<file path="config.mk">
export PLATFORM = sky130hd
export DESIGN_NAME = sync_length_checksum_deframer_flat
export DESIGN_NICKNAME = d
export VERILOG_FILES = /design/src/rtl/sld_pkg.sv /design/src/rtl/sld_rx_if.sv /design/src/rtl/sld_res_if.sv /design/src/rtl/sld_cfg_if.sv /design/src/rtl/sld_cmd_queue.sv /design/src/rtl/sld_front.sv /design/src/rtl/sld_back.sv /design/src/rtl/sync_length_checksum_deframer.sv /design/src/flat_wrapper.sv
export SDC_FILE = /design/constraint.sdc
export NUM_CORES = 1
export LEC_CHECK = 0
export BUFFER_PORTS_ARGS = -buffer_cell sky130_fd_sc_hd__buf_2
export CELL_PAD_IN_SITES_DETAIL_PLACEMENT = 2
export CELL_PAD_IN_SITES_GLOBAL_PLACEMENT = 2
export CORE_UTILIZATION = 50
export CTS_CLUSTER_DIAMETER = 30
export DETAILED_ROUTE_END_ITERATION = 7
export MAX_ROUTING_LAYER = met4
export PLACE_DENSITY_LB_ADDON = 0.2
export SKIP_LAST_GASP = 1
export SLEW_MARGIN = 30
export SYNTH_ARGS = -nofsm -noshare
export SYNTH_HDL_FRONTEND = slang
export SYNTH_SLANG_ARGS = --single-unit
export TNS_END_PERCENT = 1
</file>
<file path="constraint.sdc">
create_clock -name clk -period 6.1 [get_ports clk]
set_clock_uncertainty 0.2 [all_clocks]
set_input_delay 0.915 -clock clk [delete_from_list [all_inputs] [get_ports clk]]
set_output_delay 0.915 -clock clk [all_outputs]
set_load 0.05 [all_outputs]
</file>
<file path="src/rtl/sld_pkg.sv">
// ----------------------------------------------------------------------------
// sld_pkg
// Shared types and constants of the sync/length/checksum deframer.
// ----------------------------------------------------------------------------
package sld_pkg;

	localparam int CFG_IDX_W = 1;

	localparam logic [CFG_IDX_W-1:0] CFG_SYNC_BYTE   = 1'b0;
	localparam logic [CFG_IDX_W-1:0] CFG_MAX_PAYLOAD = 1'b1;

	localparam logic [7:0] SYNC_BYTE_RESET   = 8'hAA;
	localparam logic [5:0] MAX_PAYLOAD_RESET = 6'd49;

	typedef enum logic [2:0] {
		PH_SYNC1,
		PH_SYNC2,
		PH_FUNC,
		PH_LEN,
		PH_DATA,
		PH_CHECK
	} parse_phase_t;

	typedef enum logic [1:0] {
		BK_IDLE,
		BK_SINGLE,
		BK_READ,
		BK_EMIT
	} back_state_t;

	// one finished frame handed from front to back
	typedef struct packed {
		logic [7:0] func;
		logic [5:0] len;
		logic       err;
		logic       bank;
	} frame_cmd_t;

	typedef struct packed {
		logic       en;
		logic       bank;
		logic [5:0] idx;
		logic [7:0] data;
	} payload_wr_t;

	typedef struct packed {
		logic en;
		logic bank;
	} bank_done_t;

endpackage

</file>
<file path="src/rtl/sld_rx_if.sv">
// ----------------------------------------------------------------------------
// sld_rx_if
// Received byte channel.
// ----------------------------------------------------------------------------
interface sld_rx_if;
	logic       valid;
	logic       ready;
	logic [7:0] rx_byte;

	modport source (output valid, output rx_byte, input ready);
	modport sink (input valid, input rx_byte, output ready);
endinterface

</file>
<file path="src/rtl/sld_res_if.sv">
// ----------------------------------------------------------------------------
// sld_res_if
// Deframed result channel.
// ----------------------------------------------------------------------------
interface sld_res_if;
	logic       valid;
	logic       ready;
	logic [7:0] func_code;
	logic [5:0] payload_index;
	logic [7:0] payload_byte;
	logic       has_payload;
	logic       frame_status;
	logic       last;

	modport source (output valid, output func_code, output payload_index,
		output payload_byte, output has_payload, output frame_status,
		output last, input ready);
	modport sink (input valid, input func_code, input payload_index,
		input payload_byte, input has_payload, input frame_status,
		input last, output ready);
endinterface

</file>
<file path="src/rtl/sld_cfg_if.sv">
// ----------------------------------------------------------------------------
// sld_cfg_if
// Configuration register write channel.
// ----------------------------------------------------------------------------
interface sld_cfg_if;
	import sld_pkg::*;
	logic                 valid;
	logic                 ready;
	logic [CFG_IDX_W-1:0] index;
	logic [7:0]           data;

	modport source (output valid, output index, output data, input ready);
	modport sink (input valid, input index, input data, output ready);
endinterface

</file>
<file path="src/rtl/sld_cmd_queue.sv">
// ----------------------------------------------------------------------------
// sld_cmd_queue
// Two-entry queue of finished frame commands between front and back.
// ----------------------------------------------------------------------------
module sld_cmd_queue (
	input  logic                clk,
	input  logic                arst_n,
	input  logic                push,
	input  sld_pkg::frame_cmd_t push_cmd,
	output logic                full,
	input  logic                pop,
	output logic                avail,
	output sld_pkg::frame_cmd_t head
);
	import sld_pkg::*;

	frame_cmd_t  entry_q [2];
	logic        wptr_q;
	logic        rptr_q;
	logic [1:0]  count_q;
	logic        do_push;
	logic        do_pop;

	assign full    = (count_q == 2'd2);
	assign avail   = (count_q != 2'd0);
	assign head    = entry_q[rptr_q];
	assign do_push = push && !full;
	assign do_pop  = pop && avail;

	always_ff @(posedge clk) begin
		if (do_push) begin
			entry_q[wptr_q] <= push_cmd;
		end
	end

	always_ff @(posedge clk or negedge arst_n) begin
		if (!arst_n) begin
			wptr_q  <= 1'b0;
			rptr_q  <= 1'b0;
			count_q <= 2'd0;
		end else begin
			if (do_push) begin
				wptr_q <= ~wptr_q;
			end
			if (do_pop) begin
				rptr_q <= ~rptr_q;
			end
			case ({do_push, do_pop})
				2'b10: count_q <= count_q + 2'd1;
				2'b01: count_q <= count_q - 2'd1;
				default: count_q <= count_q;
			endcase
		end
	end

endmodule

</file>
<file path="src/rtl/sld_front.sv">
// ----------------------------------------------------------------------------
// sld_front
// Byte parser: sync hunt, header, payload capture and checksum check.
// ----------------------------------------------------------------------------
module sld_front #(
	parameter int PAYLOAD_DEPTH = 64
) (
	input  logic                 clk,
	input  logic                 arst_n,
	sld_rx_if.sink               rx,
	sld_cfg_if.sink              cfg,
	output sld_pkg::payload_wr_t wr,
	output logic                 push,
	output sld_pkg::frame_cmd_t  push_cmd,
	input  logic                 q_full,
	input  sld_pkg::bank_done_t  done
);
	import sld_pkg::*;

	localparam logic [8:0] DEPTH_LIM = 9'(PAYLOAD_DEPTH);

	parse_phase_t phase_q, phase_d;
	logic [5:0]   len_q, len_d;
	logic [5:0]   cnt_q, cnt_d;
	logic [7:0]   sum_q, sum_d;
	logic [7:0]   func_q, func_d;
	logic         bank_q, bank_d;
	logic [1:0]   busy_q, busy_d;
	logic [7:0]   sync_q;
	logic [5:0]   max_q;
	logic         rdy;
	logic         acc;
	logic [7:0]   b;
	logic [5:0]   cnt_inc;

	assign rx.ready  = rdy;
	assign cfg.ready = 1'b1;
	assign b         = rx.rx_byte;
	assign cnt_inc   = cnt_q + 6'd1;

	always_comb begin
		phase_d = phase_q;
		len_d   = len_q;
		cnt_d   = cnt_q;
		sum_d   = sum_q;
		func_d  = func_q;
		bank_d  = bank_q;
		busy_d  = busy_q;
		if (done.en) begin
			busy_d[done.bank] = 1'b0;
		end
		wr       = '0;
		push     = 1'b0;
		push_cmd = '{func: func_q, len: len_q, err: (b != sum_q), bank: bank_q};

		// hold data bytes while the back still drains this bank, and the checksum byte while the queue is full
		case (phase_q)
			PH_DATA:  rdy = !busy_q[bank_q];
			PH_CHECK: rdy = !q_full;
			default:  rdy = 1'b1;
		endcase
		acc = rx.valid && rdy;

		if (acc) begin
			case (phase_q)
				PH_SYNC1: begin
					if (b == sync_q) begin
						sum_d   = b;
						phase_d = PH_SYNC2;
					end
				end
				PH_SYNC2: begin
					if (b == sync_q) begin
						sum_d   = sum_q + b;
						phase_d = PH_FUNC;
					end else begin
						phase_d = PH_SYNC1;
					end
				end
				PH_FUNC: begin
					func_d  = b;
					sum_d   = sum_q + b;
					phase_d = PH_LEN;
				end
				PH_LEN: begin
					if ((b > {2'b00, max_q}) || ({1'b0, b} > DEPTH_LIM)) begin
						phase_d = PH_SYNC1;
					end else begin
						len_d   = b[5:0];
						cnt_d   = 6'd0;
						sum_d   = sum_q + b;
						phase_d = (b[5:0] == 6'd0) ? PH_CHECK : PH_DATA;
					end
				end
				PH_DATA: begin
					wr.en   = 1'b1;
					wr.bank = bank_q;
					wr.idx  = cnt_q;
					wr.data = b;
					sum_d   = sum_q + b;
					cnt_d   = cnt_inc;
					if (cnt_inc >= len_q) begin
						phase_d = PH_CHECK;
					end
				end
				PH_CHECK: begin
					push = 1'b1;
					// a good frame with payload keeps its bank until drained
					if (!push_cmd.err && (len_q != 6'd0)) begin
						bank_d         = ~bank_q;
						busy_d[bank_q] = 1'b1;
					end
					phase_d = PH_SYNC1;
				end
				default: phase_d = PH_SYNC1;
			endcase
		end
	end

	always_ff @(posedge clk or negedge arst_n) begin
		if (!arst_n) begin
			phase_q <= PH_SYNC1;
			len_q   <= 6'd0;
			cnt_q   <= 6'd0;
			sum_q   <= 8'd0;
			func_q  <= 8'd0;
			bank_q  <= 1'b0;
			busy_q  <= 2'b00;
		end else begin
			phase_q <= phase_d;
			len_q   <= len_d;
			cnt_q   <= cnt_d;
			sum_q   <= sum_d;
			func_q  <= func_d;
			bank_q  <= bank_d;
			busy_q  <= busy_d;
		end
	end

	always_ff @(posedge clk or negedge arst_n) begin
		if (!arst_n) begin
			sync_q <= SYNC_BYTE_RESET;
			max_q  <= MAX_PAYLOAD_RESET;
		end else if (cfg.valid) begin
			case (cfg.index)
				CFG_SYNC_BYTE:   sync_q <= cfg.data;
				CFG_MAX_PAYLOAD: max_q  <= cfg.data[5:0];
				default: begin
				end
			endcase
		end
	end

endmodule

</file>
<file path="src/rtl/sld_back.sv">
// ----------------------------------------------------------------------------
// sld_back
// Payload store and result sequencer: turns frame commands into results.
// ----------------------------------------------------------------------------
module sld_back #(
	parameter int PAYLOAD_DEPTH = 64
) (
	input  logic                 clk,
	input  logic                 arst_n,
	input  sld_pkg::payload_wr_t wr,
	input  logic                 q_avail,
	input  sld_pkg::frame_cmd_t  q_head,
	output logic                 pop,
	output sld_pkg::bank_done_t  done,
	sld_res_if.source            res
);
	import sld_pkg::*;

	localparam int ADDR_W = $clog2(PAYLOAD_DEPTH);

	logic [7:0]  payload_mem_q [2][PAYLOAD_DEPTH];
	logic [7:0]  rdata_q;
	logic [8:0]  wr_wide;
	logic [8:0]  rd_wide;
	logic [ADDR_W-1:0] waddr;
	logic [ADDR_W-1:0] raddr;
	logic        rd_en;

	back_state_t state_q, state_d;
	frame_cmd_t  cmd_q;
	logic [5:0]  idx_q, idx_d;
	logic        load_cmd;
	logic        load_single;
	logic        load_byte;
	logic        slot_free;
	logic        is_last;

	logic        res_valid_q;
	logic [7:0]  out_func_q;
	logic [5:0]  out_idx_q;
	logic [7:0]  out_byte_q;
	logic        out_has_q;
	logic        out_err_q;
	logic        out_last_q;

	assign wr_wide = {3'b000, wr.idx};
	assign rd_wide = {3'b000, idx_q};
	assign waddr   = wr_wide[ADDR_W-1:0];
	assign raddr   = rd_wide[ADDR_W-1:0];

	always_ff @(posedge clk) begin
		if (wr.en) begin
			payload_mem_q[wr.bank][waddr] <= wr.data;
		end
		if (rd_en) begin
			rdata_q <= payload_mem_q[cmd_q.bank][raddr];
		end
	end

	assign slot_free = !res_valid_q || res.ready;
	assign is_last   = ((idx_q + 6'd1) == cmd_q.len);

	always_comb begin
		state_d     = state_q;
		idx_d       = idx_q;
		pop         = 1'b0;
		load_cmd    = 1'b0;
		load_single = 1'b0;
		load_byte   = 1'b0;
		rd_en       = 1'b0;
		done        = '0;
		case (state_q)
			BK_IDLE: begin
				if (q_avail) begin
					pop      = 1'b1;
					load_cmd = 1'b1;
					idx_d    = 6'd0;
					if (!q_head.err && (q_head.len != 6'd0)) begin
						state_d = BK_READ;
					end else begin
						state_d = BK_SINGLE;
					end
				end
			end
			BK_SINGLE: begin
				if (slot_free) begin
					load_single = 1'b1;
					state_d     = BK_IDLE;
				end
			end
			BK_READ: begin
				rd_en   = 1'b1;
				state_d = BK_EMIT;
			end
			BK_EMIT: begin
				if (slot_free) begin
					load_byte = 1'b1;
					if (is_last) begin
						done.en   = 1'b1;
						done.bank = cmd_q.bank;
						state_d   = BK_IDLE;
					end else begin
						idx_d   = idx_q + 6'd1;
						state_d = BK_READ;
					end
				end
			end
			default: state_d = BK_IDLE;
		endcase
	end

	always_ff @(posedge clk or negedge arst_n) begin
		if (!arst_n) begin
			state_q     <= BK_IDLE;
			idx_q       <= 6'd0;
			res_valid_q <= 1'b0;
		end else begin
			state_q <= state_d;
			idx_q   <= idx_d;
			if (load_single || load_byte) begin
				res_valid_q <= 1'b1;
			end else if (res.ready) begin
				res_valid_q <= 1'b0;
			end
		end
	end

	always_ff @(posedge clk) begin
		if (load_cmd) begin
			cmd_q <= q_head;
		end
		if (load_single) begin
			out_func_q <= cmd_q.func;
			out_idx_q  <= 6'd0;
			out_byte_q <= 8'd0;
			out_has_q  <= 1'b0;
			out_err_q  <= cmd_q.err;
			out_last_q <= 1'b1;
		end else if (load_byte) begin
			out_func_q <= cmd_q.func;
			out_idx_q  <= idx_q;
			out_byte_q <= rdata_q;
			out_has_q  <= 1'b1;
			out_err_q  <= 1'b0;
			out_last_q <= is_last;
		end
	end

	assign res.valid         = res_valid_q;
	assign res.func_code     = out_func_q;
	assign res.payload_index = out_idx_q;
	assign res.payload_byte  = out_byte_q;
	assign res.has_payload   = out_has_q;
	assign res.frame_status  = out_err_q;
	assign res.last          = out_last_q;

endmodule

</file>
<file path="src/rtl/sync_length_checksum_deframer.sv">
// ----------------------------------------------------------------------------
// sync_length_checksum_deframer
// Takes one received byte per rx item, hunts for two sync bytes, reads a
// function code and a length, stores the payload and checks the trailing
// 8-bit additive checksum. A good frame comes out as one result per payload
// byte (or one empty result for length zero); a bad checksum gives a single
// error result. The parser takes one byte per cycle; it holds a payload byte
// only while the back still drains the older of its two payload banks, and
// holds a checksum byte while the two-entry frame queue is full. The back
// sequencer fetches each frame's command from the queue, then makes each
// payload result by a memory read and an output load, or an empty or error
// result by a single output load; it waits while the output holds a result.
// ----------------------------------------------------------------------------
module sync_length_checksum_deframer #(
	parameter int PAYLOAD_DEPTH = 64
) (
	input  logic      clk,
	input  logic      arst_n,
	sld_rx_if.sink    rx,
	sld_cfg_if.sink   cfg,
	sld_res_if.source res
);
	import sld_pkg::*;

	payload_wr_t wr;
	frame_cmd_t  push_cmd;
	frame_cmd_t  q_head;
	bank_done_t  done;
	logic        push;
	logic        q_full;
	logic        q_avail;
	logic        pop;

	sld_front #(
		.PAYLOAD_DEPTH(PAYLOAD_DEPTH)
	) u_front (
		.clk      (clk),
		.arst_n   (arst_n),
		.rx       (rx),
		.cfg      (cfg),
		.wr       (wr),
		.push     (push),
		.push_cmd (push_cmd),
		.q_full   (q_full),
		.done     (done)
	);

	sld_cmd_queue u_queue (
		.clk      (clk),
		.arst_n   (arst_n),
		.push     (push),
		.push_cmd (push_cmd),
		.full     (q_full),
		.pop      (pop),
		.avail    (q_avail),
		.head     (q_head)
	);

	sld_back #(
		.PAYLOAD_DEPTH(PAYLOAD_DEPTH)
	) u_back (
		.clk     (clk),
		.arst_n  (arst_n),
		.wr      (wr),
		.q_avail (q_avail),
		.q_head  (q_head),
		.pop     (pop),
		.done    (done),
		.res     (res)
	);

endmodule
</file>
<file path="src/flat_wrapper.sv">
// flat-port wrapper written by rule: the top's interface ports become plain ports
module sync_length_checksum_deframer_flat import sld_pkg::*;
#(
	parameter int PAYLOAD_DEPTH = 64
)
  (clk, arst_n, rx_valid, rx_rx_byte, rx_ready, cfg_valid, cfg_index, cfg_data, cfg_ready, res_valid, res_func_code, res_payload_index, res_payload_byte, res_has_payload, res_frame_status, res_last, res_ready);
  sld_rx_if rx_i ();
  sld_cfg_if cfg_i ();
  sld_res_if res_i ();
  input  logic clk;
  input  logic arst_n;
  input wire logic [$bits(rx_i.valid)-1:0] rx_valid;
  input wire logic [$bits(rx_i.rx_byte)-1:0] rx_rx_byte;
  output wire logic [$bits(rx_i.ready)-1:0] rx_ready;
  input wire logic [$bits(cfg_i.valid)-1:0] cfg_valid;
  input wire logic [$bits(cfg_i.index)-1:0] cfg_index;
  input wire logic [$bits(cfg_i.data)-1:0] cfg_data;
  output wire logic [$bits(cfg_i.ready)-1:0] cfg_ready;
  output wire logic [$bits(res_i.valid)-1:0] res_valid;
  output wire logic [$bits(res_i.func_code)-1:0] res_func_code;
  output wire logic [$bits(res_i.payload_index)-1:0] res_payload_index;
  output wire logic [$bits(res_i.payload_byte)-1:0] res_payload_byte;
  output wire logic [$bits(res_i.has_payload)-1:0] res_has_payload;
  output wire logic [$bits(res_i.frame_status)-1:0] res_frame_status;
  output wire logic [$bits(res_i.last)-1:0] res_last;
  input wire logic [$bits(res_i.ready)-1:0] res_ready;
  assign rx_i.valid = rx_valid;
  assign rx_i.rx_byte = rx_rx_byte;
  assign rx_ready = rx_i.ready;
  assign cfg_i.valid = cfg_valid;
  assign cfg_i.index = cfg_index;
  assign cfg_i.data = cfg_data;
  assign cfg_ready = cfg_i.ready;
  assign res_valid = res_i.valid;
  assign res_func_code = res_i.func_code;
  assign res_payload_index = res_i.payload_index;
  assign res_payload_byte = res_i.payload_byte;
  assign res_has_payload = res_i.has_payload;
  assign res_frame_status = res_i.frame_status;
  assign res_last = res_i.last;
  assign res_i.ready = res_ready;
  sync_length_checksum_deframer #(.PAYLOAD_DEPTH(PAYLOAD_DEPTH)) u_core (.clk(clk), .arst_n(arst_n), .rx(rx_i), .cfg(cfg_i), .res(res_i));
endmodule
</file>
==> Word level (Yosys, flattened, before mapping) <==
Memories as Yosys holds them, arrays and structs flattened. A register that Yosys moved wholly into a read port is not among the register bits.
Cells that the tools add are included.
Widths: inputs -> output; s select.
{ "word_totals": {"regBits": 110, "latch_bits": 0, "ram_bits": 1056, "romBits": 0, "output_inout_bits": 28, "elab_cells": 177, "n_memories": 2} }
{ "memory_table": {"columns": ["name", "depth", "width", "rd", "rd_ports_with_merged_regs", "wr", "line_no", "rtl"], "rows": [
  ["u_core.u_back.payload_mem_q", 2, 512, 1, 1, 1, "sld_back.sv:21", "logic [7:0] payload_mem_q [2][PAYLOAD_DEPTH];"],
  ["u_core.u_queue.entry_q", 2, 16, 1, 0, 1, "sld_cmd_queue.sv:17", "frame_cmd_t entry_q [2];"]
]} }
{ "op_classes": {"n_addsub": 5, "mul": 0, "div_mod_pow": 0, "n_lt_le_gt_ge": 10, "n_eq_ne": 22, "shifts": 0, "muxes": 63, "bitwise": 10, "n_reduce_logical": 39} }
{ "ops": {"columns": ["operator", "count"], "rows": [
  ["$mux 512", 1],
  ["$mux 8", 8],
  ["$bmux 8 s6", 1],
  ["$demux 8 s6", 1],
  ["$mux 16", 2],
  ["$pmux 8 s4", 1],
  ["$mux 2", 13],
  ["$mux 6", 4],
  ["$pmux 6 s2", 2],
  ["$mux 1", 21],
  ["$pmux 3 s5", 1],
  ["$reduce_and 3->1", 5],
  ["$ge 7x7->1 const B", 2],
  ["$ne 2x2->1 const B", 7],
  ["$not 6->7", 2],
  ["$add 6x1->6 const B", 2],
  ["$reduce_bool 2->1", 6],
  ["$reduce_bool 6->1", 2],
  ["$mux 3", 3],
  ["$add 8x8->8", 1],
  ["$eq 2x2->1 const B", 4],
  ["$eq 8x8->1", 1],
  ["$gt 8x6->1", 1],
  ["$gt 8x7->1 const B", 1],
  ["other kinds (32)", 57]
]} }

==> Longest topological paths before layout <==
{ "logic_depth": {"depth_word": 16, "mapped_depth": 11} }

==> Modules after synthesis <==
From an unflattened synthesis, not the netlist that was laid out.
{ "unflattened": {"cells_unflattened": 2318, "hier_area_um2": 46347.0} }
{ "by_module_without_submodules": {"columns": ["module", "instances", "cells_each", "area_per_inst_um2", "seq_area_each_um2"], "rows": [
  ["sld_back", 1, 1940, 41932.7, 32306.0],
  ["sld_front", 1, 310, 3051.7, 1209.9],
  ["sld_cmd_queue", 1, 68, 1362.6, 1061.0]
]} }

==> Least setup slack after synthesis <==
Ideal clock, no wire load.
{ "synth_timing": {"path_type": "input to register", "from": "input port rx_valid", "to": "memory u_core.u_back.payload_mem_q[0][0] in the netlist's numbering, data pin", "setup_ns": 0.798, "t_arrival_ns": 4.641, "required_ns": 5.102, "path_slack_ns": 0.461, "cell_stages": 5, "path_buffers": 2, "cell_sequence": "nand2_1 or3_1 clkbuf_1 clkbuf_1 nor2_1"} }
{ "synth_lines": {"columns": ["element", "line_no", "rtl"], "rows": [
  ["start: declaration", "flat_wrapper.sv:12", "input wire logic [$bits(rx_i.valid)-1:0] rx_valid;"],
  ["end: declaration", "sld_back.sv:21", null]
]} }

==> Final worst setup path <==
{ "layout_timing": {"from": "register u_core.u_front.bank_q", "to": "memory u_core.u_back.payload_mem_q[0][317] in the netlist's numbering (enable)"} }
{ "layout_between": {"elab_chain_cells": 12} }
{ "layout_lines": {"columns": ["element", "line_no", "rtl"], "rows": [
  ["start: declaration", "sld_front.sv:27", "logic bank_q, bank_d;"],
  ["start signal: assignment", "sld_front.sv:135", "bank_q <= bank_d;"],
  ["$mux 1 (not written as such) (2 in a row)", "sld_front.sv:58", "PH_DATA: rdy = !busy_q[bank_q];"],
  ["$logic_not 1->1", "sld_front.sv:58", null],
  ["$pmux 1 s2", "sld_front.sv:57", "case (phase_q)"],
  ["$logic_and 1x1->1", "sld_front.sv:62", "acc = rx.valid && rdy;"],
  ["$mux 16 *", "sld_front.sv:64", "if (acc) begin"],
  ["$not 6->7 (not written as such)", "sld_back.sv:53", "payload_mem_q[wr.bank][waddr] <= wr.data;"],
  ["$ge 7x7->1 (not written as such) or $lt 7x1->1 (tied branches)", "sld_back.sv:53", null],
  ["$logic_and 1x1->1 (not written as such)", "sld_back.sv:53", null],
  ["$mux 8 (not written as such)", "sld_back.sv:53", null],
  ["$demux 8 s6", "sld_back.sv:53", null],
  ["$mux 512 (not written as such)", "sld_back.sv:53", null]
]} }
Every way passes the cells marked *; elsewhere a longest branch is shown, timed or not. The select of a mux whose other input is x is not followed.

==> flow_metrics.env <==
export IMPL_status="finished, final reports clean"
export IMPL_max_stage_delay_ns=0.77
export IMPL_drtIter0Drc=3246
export IMPL_portBuffers=48
export IMPL_crit_slowest_cell="or3_1"
export IMPL_pin_count=50
export IMPL_synth_cells=2287
export IMPL_wl_per_cell_um=41.8
export IMPL_cpMostUsedCell="nor2_1"
export IMPL_drc_errors=0
export IMPL_path_cells="mux2i_1 > nor2_1 > or3_1 > nor2_1 > nand2_1 > buf_4 > nor2_1"
export IMPL_ys_warn_count=0
export IMPL_insertion_delay_ns=0.82
export IMPL_antenna_found_initial=8
export IMPL_period_needed_ns=4.68
export IMPL_ys_ff_latch=1167
export IMPL_track_usage=0.366
export IMPL_synth_top_area_frac=0.709
export IMPL_cts_tree="built"
export IMPL_crit_buf_inv=1
export IMPL_max_freq_ghz=0.213
export IMPL_path_class="register to register"
export IMPL_core_mm2=0.0915
export IMPL_start_util=0.504
export IMPL_first_global_vias=28400
export IMPL_p_leak_uw=0.0164
export IMPL_cp_start_kind="register"
export IMPL_path_delay_family="simple AND/OR/NAND/NOR gates"
export IMPL_grt_pass1_wl_um=230000
export IMPL_ant_nets=0
export IMPL_synth_area_leaders="edfxtp_1 71%, mux4_2 14%, dfrtp_1 2.9%"
export IMPL_crit_arrival_ns=4.90
export IMPL_cts_setup_buffers=0
export IMPL_maxCapViolations=0
export IMPL_die_w_um=306
export IMPL_vias_per_cell=6.73
export IMPL_pwr_density_cell_mw_per_mm2=438
export IMPL_synthFlopType="edfxtp_1"
export IMPL_cts_buffers=232
export IMPL_cts_resized_gates=0
export IMPL_slew_viol_final=0
export IMPL_dp_cells=3469
export IMPL_drive_gt1_frac=0.324
export IMPL_die_area_mm2=0.0935
export IMPL_yosysUniqueCellTypes=65
export IMPL_worstHoldPathType="input port to async pin"
export IMPL_row_count=111
export IMPL_synth_area_mm2=0.0461
export IMPL_ir_drop_v=0.000327
export IMPL_synth_edff_count=1089
export IMPL_synth_avg_cell_area_um2=20.2
export IMPL_seq_area_frac_synth=0.749
export IMPL_nNetsFinal=2566
export IMPL_clk_root_buffer_cell="clkbuf_16"
export IMPL_ctsHoldBuffers=0
export IMPL_rrSetupSlack_ns=1.42
export IMPL_syn2layout_area_growth_pct=21.7
export IMPL_firstDrtPassIters=6
export IMPL_rsz0062_at_grt="no"
export IMPL_synthArstFlopShare=0.0523
export IMPL_dpl_hpwl_um=88900
export IMPL_hold_violations=0
export IMPL_htreeDepth=4
export IMPL_max_slew_margin=0.293
export IMPL_vias=26300
export IMPL_setup_viol=0
export IMPL_end_kind="register"
export IMPL_tightestPinTransition_ns=1.06
export IMPL_required_ns=6.32
export IMPL_gp_congestion=0.853
export IMPL_cts_buffer_depth=3
export IMPL_globalRouteOverflowTotal=0
export IMPL_routed_wl_um=164000
export IMPL_clock_sinks=1167
export IMPL_synth_top_cell_by_area="edfxtp_1"
export IMPL_final_cells=3917
export IMPL_period_share=0.768
export IMPL_synth_nets=2332
export IMPL_clk_pin_slew_worst_paths_ns=0.06
export IMPL_grt_max_degree=82
export IMPL_die_h_um=306
export IMPL_worst_path_max_fanout=18
export IMPL_finalSetupTns_ns=0
[flip-flops by register name, indices dropped and copies added (netlist names), 2 cells and up, named ones only]
register and flops:
u_core.u_queue.count_q 2, u_core.u_back.cmd_q 16, u_core.u_back.rdata_q 8, u_core.u_front.busy_q 2, u_core.u_front.sync_q 8, u_core.u_back.res.func_code 8
u_core.u_queue.entry_q 32, u_core.u_back.payload_mem_q 1024, u_core.u_front.max_q 6, u_core.u_back.idx_q 6, u_core.u_front.len_q 6, u_core.u_back.res.payload_byte 8
u_core.u_front.phase_q 3, u_core.u_front.sum_q 8, u_core.u_front.cnt_q 6, u_core.u_front.func_q 8, u_core.u_back.res.payload_index 6, u_core.u_back.state_q 2
[cells in the mapped netlist (all sizes together), types with 27 or more instances]
cell    instances
buf            73
a21oi          36
nor2          167
dfrtp          54
nand3          37
edfxtp       1089
nand2          87
inv            27
mux2i          40
mux4          288
o21ai          33
mux2           46
clkbuf         47
[per-layer routing]
| layer | vias to the layer above | share of wire | global-route usage |
|---|---|---|---|
| li1 | 9932 | - | - |
| met1 | 14300 | 0.38 | 0.466 |
| met2 | 1735 | 0.50 | 0.589 |
| met3 | 354 | 0.082 | 0.0667 |
| met4 | 0 | 0.039 | 0.142 |
| met5 | - | 0 | - |
[cell usage in the layout (no fill, tap or decap), drive strengths merged, types with 29 or more instances in the layout]
cell type	netlist	layout
mux4	288	288
nor2	167	167
buf	73	120
clkinv	1	81
clkbuf	47	279
edfxtp	1089	1089
nand2	87	87
bufinv	0	32
clkinvlp	0	29
nand3	37	37
a21oi	36	36
o21ai	33	33
mux2	46	46
dfrtp	54	54
inv	27	47
mux2i	40	40
[through the flow]
stage	hold WS [ns]	setup WS (ns)	util	total power, uW	area (um^2)
final	0.0375	1.42	0.614	24600	56200
after detailed placement	0.213	1.66	0.524	11200	47900
after floorplan	0.200	0.461	-	10500	46100
after global routing	0.0618	1.41	0.614	25000	56200
after global placement	0.211	1.93	0.522	11100	47800
after CTS	0.130	1.51	0.612	24600	56000
[worst register-to-register path, stage by stage (launching register included)]
cell and delay [ns]:
dfrtp_1 0.73, mux2i_1 0.34, nor2_1 0.14, or3_1 0.77, nor2_1 0.39, nand2_1 0.51, buf_4 0.42, nor2_1 0.78
[final cells by class]
| type | instances | area (um^2) |
|---|---|---|
| fill | 7126 | 35400 |
| sequential | 1167 | 34600 |
| multi-input combinational | 972 | 10900 |
| clock buffer | 279 | 6130 |
| clock inverter | 161 | 1940 |
| tap | 1186 | 1480 |
| timing repair buffer | 120 | 995 |
| inverter | 28 | 106 |
| antenna | 4 | 10.0 |
[cell families (layout without fill, tap and decap cells)]
| group | Yosys count | after routing | share of synthesized area |
|---|---|---|---|
| AOI/OAI and AO/OA | 161 | 161 | 0.0238 |
| xor gates and xnor gates | 30 | 30 | 0.00569 |
| adders and majority gates | 23 | 23 | 0.00640 |
| buffers and inverters | 148 | 588 | 0.0171 |
| DFF | 1167 | 1167 | 0.749 |
| muxes | 374 | 374 | 0.160 |
| other | 1 | 5 | 0.0000813 |
| and+or+nand+nor | 383 | 383 | 0.0371 |
[worst paths after layout]
| kind | startpoint | endpoint | depth (start not counted) |
|---|---|---|---|
| setup / recovery | u_core.u_front.bank_q | u_core.u_back.payload_mem_q[0][317] | 7 |
| hold / removal | arst_n | u_core.u_queue.rptr_q | 2 |
| setup reg to reg | u_core.u_front.bank_q | u_core.u_back.payload_mem_q[0][317] | 7 |
| hold reg to reg | u_core.u_back.cmd_q[9] | u_core.u_back.res.func_code[1] | 0 |
| max in group asynchronous | arst_n | u_core.u_back.idx_q[0] | 2 |
| min in group clk | cfg_data[6] | u_core.u_front.sync_q[6] | 2 |
[power breakdown]
part | total, uW | internal, uW | switching (uW)
sequential | 9080 | 8800 | 284
combinational | 2110 | 722 | 1390
clock | 13400 | 8560 | 4820
total | 24600 | 18100 | 6500
Note: power is estimated with default switching activity, not from simulation.
